## src/rtl/hcbd_pkg.sv

```systemverilog
`default_nettype none
package hcbd_pkg;

  // Item kind carried in in_tuser
  localparam logic OP_START = 1'b0;
  localparam logic OP_BYTE  = 1'b1;

  // Fixed field widths
  localparam int BYTE_W     = 8;
  localparam int LEN_FIELD_W = 31;
  localparam int STATUS_W   = 3;
  localparam int TDATA_W    = 40;

  // Characters the decoder reacts to
  localparam logic [7:0] CH_NUL   = 8'h00;
  localparam logic [7:0] CH_TAB   = 8'h09;
  localparam logic [7:0] CH_LF    = 8'h0A;
  localparam logic [7:0] CH_VT    = 8'h0B;
  localparam logic [7:0] CH_FF    = 8'h0C;
  localparam logic [7:0] CH_CR    = 8'h0D;
  localparam logic [7:0] CH_SPACE = 8'h20;
  localparam logic [7:0] CH_PLUS  = 8'h2B;
  localparam logic [7:0] CH_MINUS = 8'h2D;
  localparam logic [7:0] CH_SEMI  = 8'h3B;
  localparam logic [7:0] CH_X_UP  = 8'h58;
  localparam logic [7:0] CH_X_LO  = 8'h78;

  typedef enum logic [2:0] {
    PH_SIZE    = 3'd0,
    PH_DATA    = 3'd1,
    PH_CRLF    = 3'd2,
    PH_TRAILER = 3'd3,
    PH_DONE    = 3'd4
  } phase_t;

  typedef enum logic [1:0] {
    PS_BLANK      = 2'd0,
    PS_AFTER_SIGN = 2'd1,
    PS_DIGITS     = 2'd2,
    PS_STOP       = 2'd3
  } parse_step_t;

  typedef enum logic [STATUS_W-1:0] {
    ST_CONSUMED  = 3'd0,
    ST_BODY_BYTE = 3'd1,
    ST_COMPLETE  = 3'd2,
    ST_MALFORMED = 3'd3,
    ST_AFTER_END = 3'd4,
    ST_STARTED   = 3'd5
  } status_t;

  typedef struct packed {
    parse_step_t step;
    logic        negative;
    logic        digit_seen;
    logic        lone_zero;
  } size_ctl_t;

  localparam size_ctl_t SIZE_CTL_CLEAR = '{
    step: PS_BLANK, negative: 1'b0, digit_seen: 1'b0, lone_zero: 1'b0
  };

endpackage
`default_nettype wire

```

## src/rtl/hcbd_size_parse.sv

```systemverilog
`default_nettype none
module hcbd_size_parse #(
  parameter int LENGTH_BITS = 31
) (
  input  wire logic [7:0]             c,
  input  wire hcbd_pkg::size_ctl_t    ctl_in,
  input  wire logic [LENGTH_BITS-1:0] accum_in,
  output hcbd_pkg::size_ctl_t         ctl_out,
  output logic [LENGTH_BITS-1:0]      accum_out
);
  import hcbd_pkg::*;

  logic       is_hex;
  logic [3:0] hex_val;
  logic       is_blank;
  logic       handled;

  always_comb begin
    is_hex  = 1'b1;
    hex_val = 4'd0;
    if (c >= 8'h30 && c <= 8'h39) begin
      hex_val = c[3:0];
    end else if ((c >= 8'h61 && c <= 8'h66) || (c >= 8'h41 && c <= 8'h46)) begin
      hex_val = c[3:0] + 4'd9;
    end else begin
      is_hex = 1'b0;
    end
  end

  assign is_blank = (c == CH_SPACE) || (c == CH_TAB) || (c == CH_VT) || (c == CH_FF);

  always_comb begin
    ctl_out   = ctl_in;
    accum_out = accum_in;
    handled   = 1'b0;
    if (ctl_in.step == PS_STOP) begin
      handled = 1'b1;
    end else if (c == CH_SEMI || c == CH_NUL) begin
      ctl_out.step = PS_STOP;
      handled      = 1'b1;
    end else if (ctl_in.step == PS_BLANK) begin
      if (is_blank) begin
        handled = 1'b1;
      end else if (c == CH_PLUS) begin
        ctl_out.step = PS_AFTER_SIGN;
        handled      = 1'b1;
      end else if (c == CH_MINUS) begin
        ctl_out.negative = 1'b1;
        ctl_out.step     = PS_AFTER_SIGN;
        handled          = 1'b1;
      end
    end else if (ctl_in.step == PS_DIGITS && ctl_in.lone_zero &&
                 (c == CH_X_LO || c == CH_X_UP)) begin
      // a single leading 0 followed by x is a hex prefix
      ctl_out.lone_zero = 1'b0;
      ctl_out.step      = PS_AFTER_SIGN;
      handled           = 1'b1;
    end

    if (!handled) begin
      if (is_hex) begin
        ctl_out.lone_zero  = !ctl_in.digit_seen && (hex_val == 4'd0);
        ctl_out.digit_seen = 1'b1;
        ctl_out.step       = PS_DIGITS;
        // saturate once the top nibble is in use
        if (accum_in[LENGTH_BITS-1 -: 4] != 4'd0) begin
          accum_out = {LENGTH_BITS{1'b1}};
        end else begin
          accum_out = {accum_in[LENGTH_BITS-5:0], 4'd0} + LENGTH_BITS'(hex_val);
        end
      end else begin
        ctl_out.step = PS_STOP;
      end
    end
  end

endmodule
`default_nettype wire

```

## src/rtl/hcbd_core.sv

```systemverilog
`default_nettype none
module hcbd_core #(
  parameter int LENGTH_BITS    = 31,
  parameter int SIZE_LINE_KEEP = 39
) (
  input  wire logic                                clk,
  input  wire logic                                rst_n,
  input  wire logic                                item_fire,
  input  wire logic                                op,
  input  wire logic [7:0]                          in_byte,
  input  wire logic [hcbd_pkg::LEN_FIELD_W-1:0]    entity_length,
  output logic [7:0]                               out_byte,
  output hcbd_pkg::status_t                        status,
  output logic [hcbd_pkg::LEN_FIELD_W-1:0]         body_remaining
);
  import hcbd_pkg::*;

  localparam int LCW = $clog2(SIZE_LINE_KEEP + 1);
  localparam int CW  = (LENGTH_BITS > LEN_FIELD_W) ? LENGTH_BITS : LEN_FIELD_W;

  phase_t                 phase_r, phase_nxt;
  size_ctl_t              ctl_r, ctl_nxt, ctl_parsed;
  logic [LENGTH_BITS-1:0] accum_r, accum_nxt, accum_parsed;
  logic [LCW-1:0]         line_count_r, line_count_nxt;
  logic                   trailer_nonempty_r, trailer_nonempty_nxt;
  logic [LENGTH_BITS-1:0] chunk_r, chunk_nxt, chunk_dec;
  logic [LENGTH_BITS-1:0] budget_r, budget_nxt, budget_load;
  logic [CW-1:0]          len_wide, budget_wide;
  logic                   size_bad;
  logic                   is_lf;

  hcbd_size_parse #(.LENGTH_BITS(LENGTH_BITS)) u_size_parse (
    .c         (in_byte),
    .ctl_in    (ctl_r),
    .accum_in  (accum_r),
    .ctl_out   (ctl_parsed),
    .accum_out (accum_parsed)
  );

  assign is_lf     = (in_byte == CH_LF);
  assign size_bad  = !ctl_r.digit_seen || (ctl_r.negative && accum_r != '0);
  assign chunk_dec = chunk_r - LENGTH_BITS'(chunk_r != '0);

  // clamp the declared length to the budget register range
  assign len_wide    = CW'(entity_length);
  assign budget_load = (len_wide > CW'({LENGTH_BITS{1'b1}})) ? {LENGTH_BITS{1'b1}}
                                                               : LENGTH_BITS'(len_wide);

  always_comb begin
    phase_nxt = phase_r;
    if (op == OP_START) begin
      phase_nxt = PH_SIZE;
    end else begin
      unique case (phase_r)
        PH_SIZE: begin
          if (is_lf) begin
            if (size_bad)              phase_nxt = PH_DONE;
            else if (accum_r == '0)    phase_nxt = PH_TRAILER;
            else                       phase_nxt = PH_DATA;
          end
        end
        PH_DATA:    if (chunk_dec == '0) phase_nxt = PH_CRLF;
        PH_CRLF:    if (is_lf) phase_nxt = PH_SIZE;
        PH_TRAILER: if (is_lf && !trailer_nonempty_r) phase_nxt = PH_DONE;
        PH_DONE:    phase_nxt = PH_DONE;
        default:    phase_nxt = PH_DONE;
      endcase
    end
  end

  always_comb begin
    ctl_nxt              = ctl_r;
    accum_nxt            = accum_r;
    line_count_nxt       = line_count_r;
    trailer_nonempty_nxt = trailer_nonempty_r;
    chunk_nxt            = chunk_r;
    budget_nxt           = budget_r;
    status               = ST_CONSUMED;
    out_byte             = 8'd0;
    if (op == OP_START) begin
      budget_nxt           = budget_load;
      ctl_nxt              = SIZE_CTL_CLEAR;
      accum_nxt            = '0;
      line_count_nxt       = '0;
      trailer_nonempty_nxt = 1'b0;
      chunk_nxt            = '0;
      status               = ST_STARTED;
    end else begin
      unique case (phase_r)
        PH_SIZE: begin
          if (is_lf) begin
            ctl_nxt        = SIZE_CTL_CLEAR;
            accum_nxt      = '0;
            line_count_nxt = '0;
            if (size_bad)           status = ST_MALFORMED;
            else if (accum_r == '0) trailer_nonempty_nxt = 1'b0;
            else                    chunk_nxt = accum_r;
          end else if (in_byte != CH_CR && line_count_r < LCW'(SIZE_LINE_KEEP)) begin
            line_count_nxt = line_count_r + LCW'(1);
            ctl_nxt        = ctl_parsed;
            accum_nxt      = accum_parsed;
          end
        end
        PH_DATA: begin
          // bytes past the budget still count against the chunk
          if (budget_r != '0) begin
            budget_nxt = budget_r - LENGTH_BITS'(1);
            out_byte   = in_byte;
            status     = ST_BODY_BYTE;
          end
          chunk_nxt = chunk_dec;
        end
        PH_CRLF: begin
          if (is_lf) begin
            ctl_nxt        = SIZE_CTL_CLEAR;
            accum_nxt      = '0;
            line_count_nxt = '0;
          end
        end
        PH_TRAILER: begin
          if (is_lf) begin
            if (!trailer_nonempty_r) status = ST_COMPLETE;
            else                     trailer_nonempty_nxt = 1'b0;
          end else if (in_byte != CH_CR) begin
            trailer_nonempty_nxt = 1'b1;
          end
        end
        PH_DONE: status = ST_AFTER_END;
        default: status = ST_AFTER_END;
      endcase
    end
  end

  assign budget_wide    = CW'(budget_nxt);
  assign body_remaining = budget_wide[LEN_FIELD_W-1:0];

  always_ff @(posedge clk) begin
    if (!rst_n) begin
      phase_r            <= PH_DONE;
      ctl_r              <= SIZE_CTL_CLEAR;
      accum_r            <= '0;
      line_count_r       <= '0;
      trailer_nonempty_r <= 1'b0;
      chunk_r            <= '0;
      budget_r           <= '0;
    end else if (item_fire) begin
      phase_r            <= phase_nxt;
      ctl_r              <= ctl_nxt;
      accum_r            <= accum_nxt;
      line_count_r       <= line_count_nxt;
      trailer_nonempty_r <= trailer_nonempty_nxt;
      chunk_r            <= chunk_nxt;
      budget_r           <= budget_nxt;
    end
  end

endmodule
`default_nettype wire

```

## src/rtl/http_chunked_body_decoder_unit.sv

```systemverilog
// One input register, one decode step, one result register, which drives out_tvalid.
// Throughput: 1 item per cycle while out_tready does not stall the result register.
// The decoder state advances as an item moves from the input register to the result register.
// Reset (rst_n low, synchronous): both register stages empty, decoder idle at end of body,
//   length budget zero; bytes before the first start item report after-end.
`default_nettype none
module http_chunked_body_decoder_unit #(
  parameter int LENGTH_BITS    = 31,
  parameter int SIZE_LINE_KEEP = 39
) (
  input  wire logic                            clk,
  input  wire logic                            rst_n,
  input  wire logic                            in_tvalid,
  output logic                                 in_tready,
  input  wire logic [hcbd_pkg::TDATA_W-1:0]    in_tdata,  // in_byte[7:0], entity_length[38:8]
  input  wire logic                            in_tuser,  // op
  output logic                                 out_tvalid,
  input  wire logic                            out_tready,
  output logic [hcbd_pkg::TDATA_W-1:0]         out_tdata, // out_byte[7:0], body_remaining[38:8]
  output logic [hcbd_pkg::STATUS_W-1:0]        out_tuser  // status
);
  import hcbd_pkg::*;

  logic                   s1_valid_r, s1_valid_nxt;
  logic                   s1_op_r;
  logic [7:0]             s1_byte_r;
  logic [LEN_FIELD_W-1:0] s1_len_r;
  logic                   out_valid_r, out_valid_nxt;
  logic [7:0]             out_byte_r;
  status_t                out_status_r;
  logic [LEN_FIELD_W-1:0] out_remain_r;
  logic                   advance, s1_fire, in_fire;
  logic [7:0]             res_byte;
  status_t                res_status;
  logic [LEN_FIELD_W-1:0] res_remain;

  assign advance   = !out_valid_r || out_tready;
  assign s1_fire   = s1_valid_r && advance;
  assign in_tready = !s1_valid_r || advance;
  assign in_fire   = in_tvalid && in_tready;

  hcbd_core #(
    .LENGTH_BITS    (LENGTH_BITS),
    .SIZE_LINE_KEEP (SIZE_LINE_KEEP)
  ) u_core (
    .clk            (clk),
    .rst_n          (rst_n),
    .item_fire      (s1_fire),
    .op             (s1_op_r),
    .in_byte        (s1_byte_r),
    .entity_length  (s1_len_r),
    .out_byte       (res_byte),
    .status         (res_status),
    .body_remaining (res_remain)
  );

  always_comb begin
    s1_valid_nxt = s1_valid_r;
    if (in_fire)      s1_valid_nxt = 1'b1;
    else if (s1_fire) s1_valid_nxt = 1'b0;
  end

  always_comb begin
    out_valid_nxt = out_valid_r;
    if (s1_fire)         out_valid_nxt = 1'b1;
    else if (out_tready) out_valid_nxt = 1'b0;
  end

  always_ff @(posedge clk) begin
    if (!rst_n) begin
      s1_valid_r  <= 1'b0;
      out_valid_r <= 1'b0;
    end else begin
      s1_valid_r  <= s1_valid_nxt;
      out_valid_r <= out_valid_nxt;
    end
  end

  always_ff @(posedge clk) begin
    if (in_fire) begin
      s1_op_r   <= in_tuser;
      s1_byte_r <= in_tdata[7:0];
      s1_len_r  <= in_tdata[LEN_FIELD_W+7:8];
    end
    if (s1_fire) begin
      out_byte_r   <= res_byte;
      out_status_r <= res_status;
      out_remain_r <= res_remain;
    end
  end

  assign out_tvalid = out_valid_r;
  assign out_tdata  = {{(TDATA_W - LEN_FIELD_W - 8){1'b0}}, out_remain_r, out_byte_r};
  assign out_tuser  = out_status_r;

  a_reset_empty: assert property (@(posedge clk) !rst_n |=> !out_tvalid && !s1_valid_r)
    else $error("register stages not empty after reset");

  a_advance_fills: assert property (@(posedge clk) disable iff (!rst_n)
    s1_fire |=> out_tvalid)
    else $error("decoded item did not reach the result register");

  a_ready_when_empty: assert property (@(posedge clk) disable iff (!rst_n)
    !s1_valid_r |-> in_tready)
    else $error("input stalled while the input register is empty");

  a_hold_when_blocked: assert property (@(posedge clk) disable iff (!rst_n)
    s1_valid_r && !advance |=> s1_valid_r && $stable(s1_byte_r) && $stable(s1_op_r))
    else $error("pending item lost while the result register is blocked");

endmodule
`default_nettype wire

```

## config.mk

```make
export PLATFORM = sky130hd
export DESIGN_NAME = http_chunked_body_decoder_unit
export DESIGN_NICKNAME = d
export VERILOG_FILES = /design/src/rtl/hcbd_pkg.sv /design/src/rtl/hcbd_size_parse.sv /design/src/rtl/hcbd_core.sv /design/src/rtl/http_chunked_body_decoder_unit.sv
export SDC_FILE = /design/constraint.sdc
export NUM_CORES = 1
export LEC_CHECK = 0
export ABC_AREA = 1
export BUFFER_PORTS_ARGS = -buffer_cell sky130_fd_sc_hd__buf_2
export CAP_MARGIN = 20
export CORE_UTILIZATION = 56
export CTS_BUF_LIST = sky130_fd_sc_hd__clkbuf_4 sky130_fd_sc_hd__clkbuf_8
export DETAILED_ROUTE_END_ITERATION = 8
export PLACE_DENSITY = 0.8
export SLEW_MARGIN = 25
export SYNTH_ARGS = -nofsm -noshare
export SYNTH_HDL_FRONTEND = slang
export SYNTH_SLANG_ARGS = --single-unit
```

## constraint.sdc

```tcl
create_clock -name clk -period 3.15 [get_ports clk]
set_input_delay 0.4725 -clock clk [delete_from_list [all_inputs] [get_ports clk]]
set_output_delay 0.4725 -clock clk [all_outputs]
set_load 0.01 [all_outputs]
```

==> impl_metrics.tcl <==
set metrics [dict create \
    ir_drop_uv 379 \
    worstPathArrival_ns 3.20 \
    nets 1563 \
    clockBufferDepth 2 \
    fin_worst_skew_ns 0.0237 \
    hold_start "in_tdata[16]" \
    yosys.area.top_type "edfxtp_1" \
    die_height_um 139 \
    critPathKind "reg2reg" \
    ant_nets 0 \
    root_buffer "clkbuf_8" \
    ios 90 \
    synth_area_um2 10600 \
    syn_to_final_growth_pct 10.6 \
    start_kind "flop" \
    p_per_area_nw_per_um2 439 \
    diodes 0 \
    finalNonFillerCells 1749 \
    via_per_inst 5.60 \
    rows 49 \
    crit_start "u_core.chunk_r[9]$_SDFFE_PN0P_" \
    setup_tns_ns 0 \
    maxCapViolations 0 \
    start_util 0.580 \
    drc 0 \
    grt_max_degree 71 \
    synth-edff-count 82 \
    reg2reg_from "u_core.chunk_r[9]$_SDFFE_PN0P_" \
    cts_hold_buf 0 \
    fmax_mhz 353 \
    syn_inst 1436 \
    die_area_um2 19400 \
    yosysWarnings 0 \
    synth.top_cell.area_share 0.233 \
    wirelength_um 26700 \
    grt_usage 0.279 \
    first_iter_violations 1096 \
    grt_pass1_wl_um 43300 \
    cp.required_ns 3.52 \
    ys_ff_latch 192 \
    clk_latency_ns 0.49 \
    holdWs_ns 0.149 \
    core_area_um2 18200 \
    min_period_ns 2.83 \
    synth_cell_types 46 \
    cts_tree "done" \
    grt_antenna_before_repair 0 \
    rsz0062_at_grt "false" \
    dp_cells 1716 \
    synthesis.nets 1492 \
    relSlewSlack 0.374 \
    max_slew.worst_pin.slew_ns 0.937 \
    synth_area_leaders "edfxtp_1, dfxtp_1, nand2_1" \
    hold_viol 0 \
    async_flop_share 0 \
    run_status "finished clean" \
    synthFlopType "dfxtp_1" \
    wl_per_cell_um 15.3 \
    gp_congestion 0.960 \
    ys_seq_area_frac 0.442 \
    syn_avg_cell_area_um2 7.36 \
    grt_pass1_vias 8684 \
    drive_gt1_frac 0.154 \
    portBuffers 87 \
    synth_top_cells_by_count "nand2_1, nor2_1, inv_1" \
    p_leak_nw 5.01 \
    overflow 0 \
    num_vias 9794 \
    combPwrFrac 0.125 \
    cp_max_fo 6 \
    die_w_um 139 \
    p_switching_w 0.00160 \
    post-dp-hpwl_um 18800 \
    cts_buffers 17 \
    cell_internal_pwr_w 0.00353 \
    end_kind "flop" \
    swShare 0.311 \
    fin_crit_sh 0.899 \
    first_pass_iters 6 \
    final_util 0.641 \
    synth.most_common_cell "nand2_1" \
    cts.sink_count 192 \
    cts_max_level 4 \
    worstHoldPathType "in2reg" \
    setup_violations 0 \
    clkPwrFrac 0.336 \
    finalMaxSlewViolations 0 \
    seqPwrFrac 0.540 \
    clkTransAtPathRegs_ns 0.12 \
]
[metal layers]
metal	routed length (um)	up-vias	global-route usage
li1	-	4838	-
met1	12600	4533	0.406
met2	11500	389	0.418
met3	2170	34	0.0623
met4	462	0	0.0725
met5	0	-	0
[layout by cell type (no fill, tap or decap), types with 3 or more instances in the layout]
cell type	Yosys	routed
nand3_2	3	4
nand4_1	20	20
nand3_1	80	79
a22oi_1	5	5
xor2_1	25	25
inv_12	0	3
clkinv_8	0	6
nor3_1	15	14
o21ai_1	10	10
nor2_4	5	5
clkinv_4	0	3
dfxtp_1	110	99
xnor2_1	3	3
edfxtp_1	82	82
nor2_1	177	175
inv_1	162	159
clkbuf_8	0	17
nor2_2	9	12
a21oi_2	10	10
a21oi_1	90	90
nand2_1	361	360
nor4_1	3	3
dfxtp_2	0	11
inv_2	9	12
or2_2	4	4
buf_4	8	21
o211ai_1	42	42
ha_1	11	10
nand3b_1	6	6
buf_2	7	87
o21ai_0	95	95
nand2_2	21	22
[what timing repair did]
| action | CTS | global route |
|---|---|---|
| buffers inserted | 0 | 0 |
| gates resized for setup | 0 | 19 |
| setup endpoints to repair | 0 | 3 |
[power groups by stage]
stage | clock, W | combinational (W) | sequential, W
finish | 0.00172 | 0.000638 | 0.00276
global route | 0.00184 | 0.000703 | 0.00277
CTS | 0.00175 | 0.000627 | 0.00276
detailed placement | 0 | 0.000622 | 0.00282
global placement | 0 | 0.000611 | 0.00282
floorplan | 0 | 0.000431 | 0.00282
[layout make-up]
class / count / area (um^2)
clock buffers: 17 / 234
clock inverters: 15 / 204
fillers: 1595 / 6530
inverters: 171 / 642
multi-input cells: 1016 / 5020
flip-flops and latches: 192 / 4680
well taps: 229 / 287
repair buffers: 109 / 613
[final timing paths]
check,slack (ns),to,cells after the start
min,0.15,s1_len_r[8]$_DFFE_PP_,1
max reg2reg,0.32,u_core.phase_r[2]$_SDFFE_PN1P_,21
max,0.32,u_core.phase_r[2]$_SDFFE_PN1P_,21
min reg2reg,0.48,u_core.chunk_r[0]$_SDFFE_PN0P_,2
[logic make-up (layout without fill, tap and decap cells)]
kind of cell | count (synthesis) | count (layout) | synth area share
xor gates and xnor gates | 28 | 28 | 0.0232
DFF | 192 | 192 | 0.442
buffers and inverters | 229 | 312 | 0.0872
other | 1 | 1 | 0.000355
and+or+nand+nor | 713 | 714 | 0.292
AOI/OAI and AO/OA | 262 | 262 | 0.143
adders and majority gates | 11 | 11 | 0.0130
[per-stage QoR]
| step | setup slack (ns) | instance area (um^2) | total power [W] |
|---|---|---|---|
| CTS | 0.101 | 11600 | 0.00514 |
| detailed placement | 0.174 | 11200 | 0.00344 |
| floorplan | 0.152 | 10600 | 0.00325 |
| finish | 0.318 | 11700 | 0.00512 |
| global route | 0.0280 | 11700 | 0.00531 |
| global placement | 0.231 | 11200 | 0.00343 |
[state kept, by name, indices dropped and copies added (netlist names), 3 cells and up]
signal,flops
u_core.line_count_r,6
u_core.chunk_r,31
u_core.budget_r,31
u_core.phase_r,3
u_core.ctl_r,5
s1_len_r,31
out_remain_r,31
u_core.accum_r,31
s1_byte_r,8
out_tuser,3
out_byte_r,8
[critical path: stages, from the launching register on]
cell,delay (ns)
dfxtp_1,0.43
nor2_1,0.08
nand2_1,0.10
inv_1,0.06
nand2_1,0.07
nor2_2,0.05
nand3_1,0.12
ha_1,0.22
ha_4,0.17
nand2_2,0.10
nor2_4,0.19
nand2_4,0.09
o21ai_1,0.12
nand2_1,0.09
nor2_1,0.16
nand2_1,0.09
nor2_2,0.13
nand3_1,0.12
nand2_2,0.12
nand2_1,0.06
nand2_1,0.08
nand3_1,0.06
(Power assumes the default switching activity.)
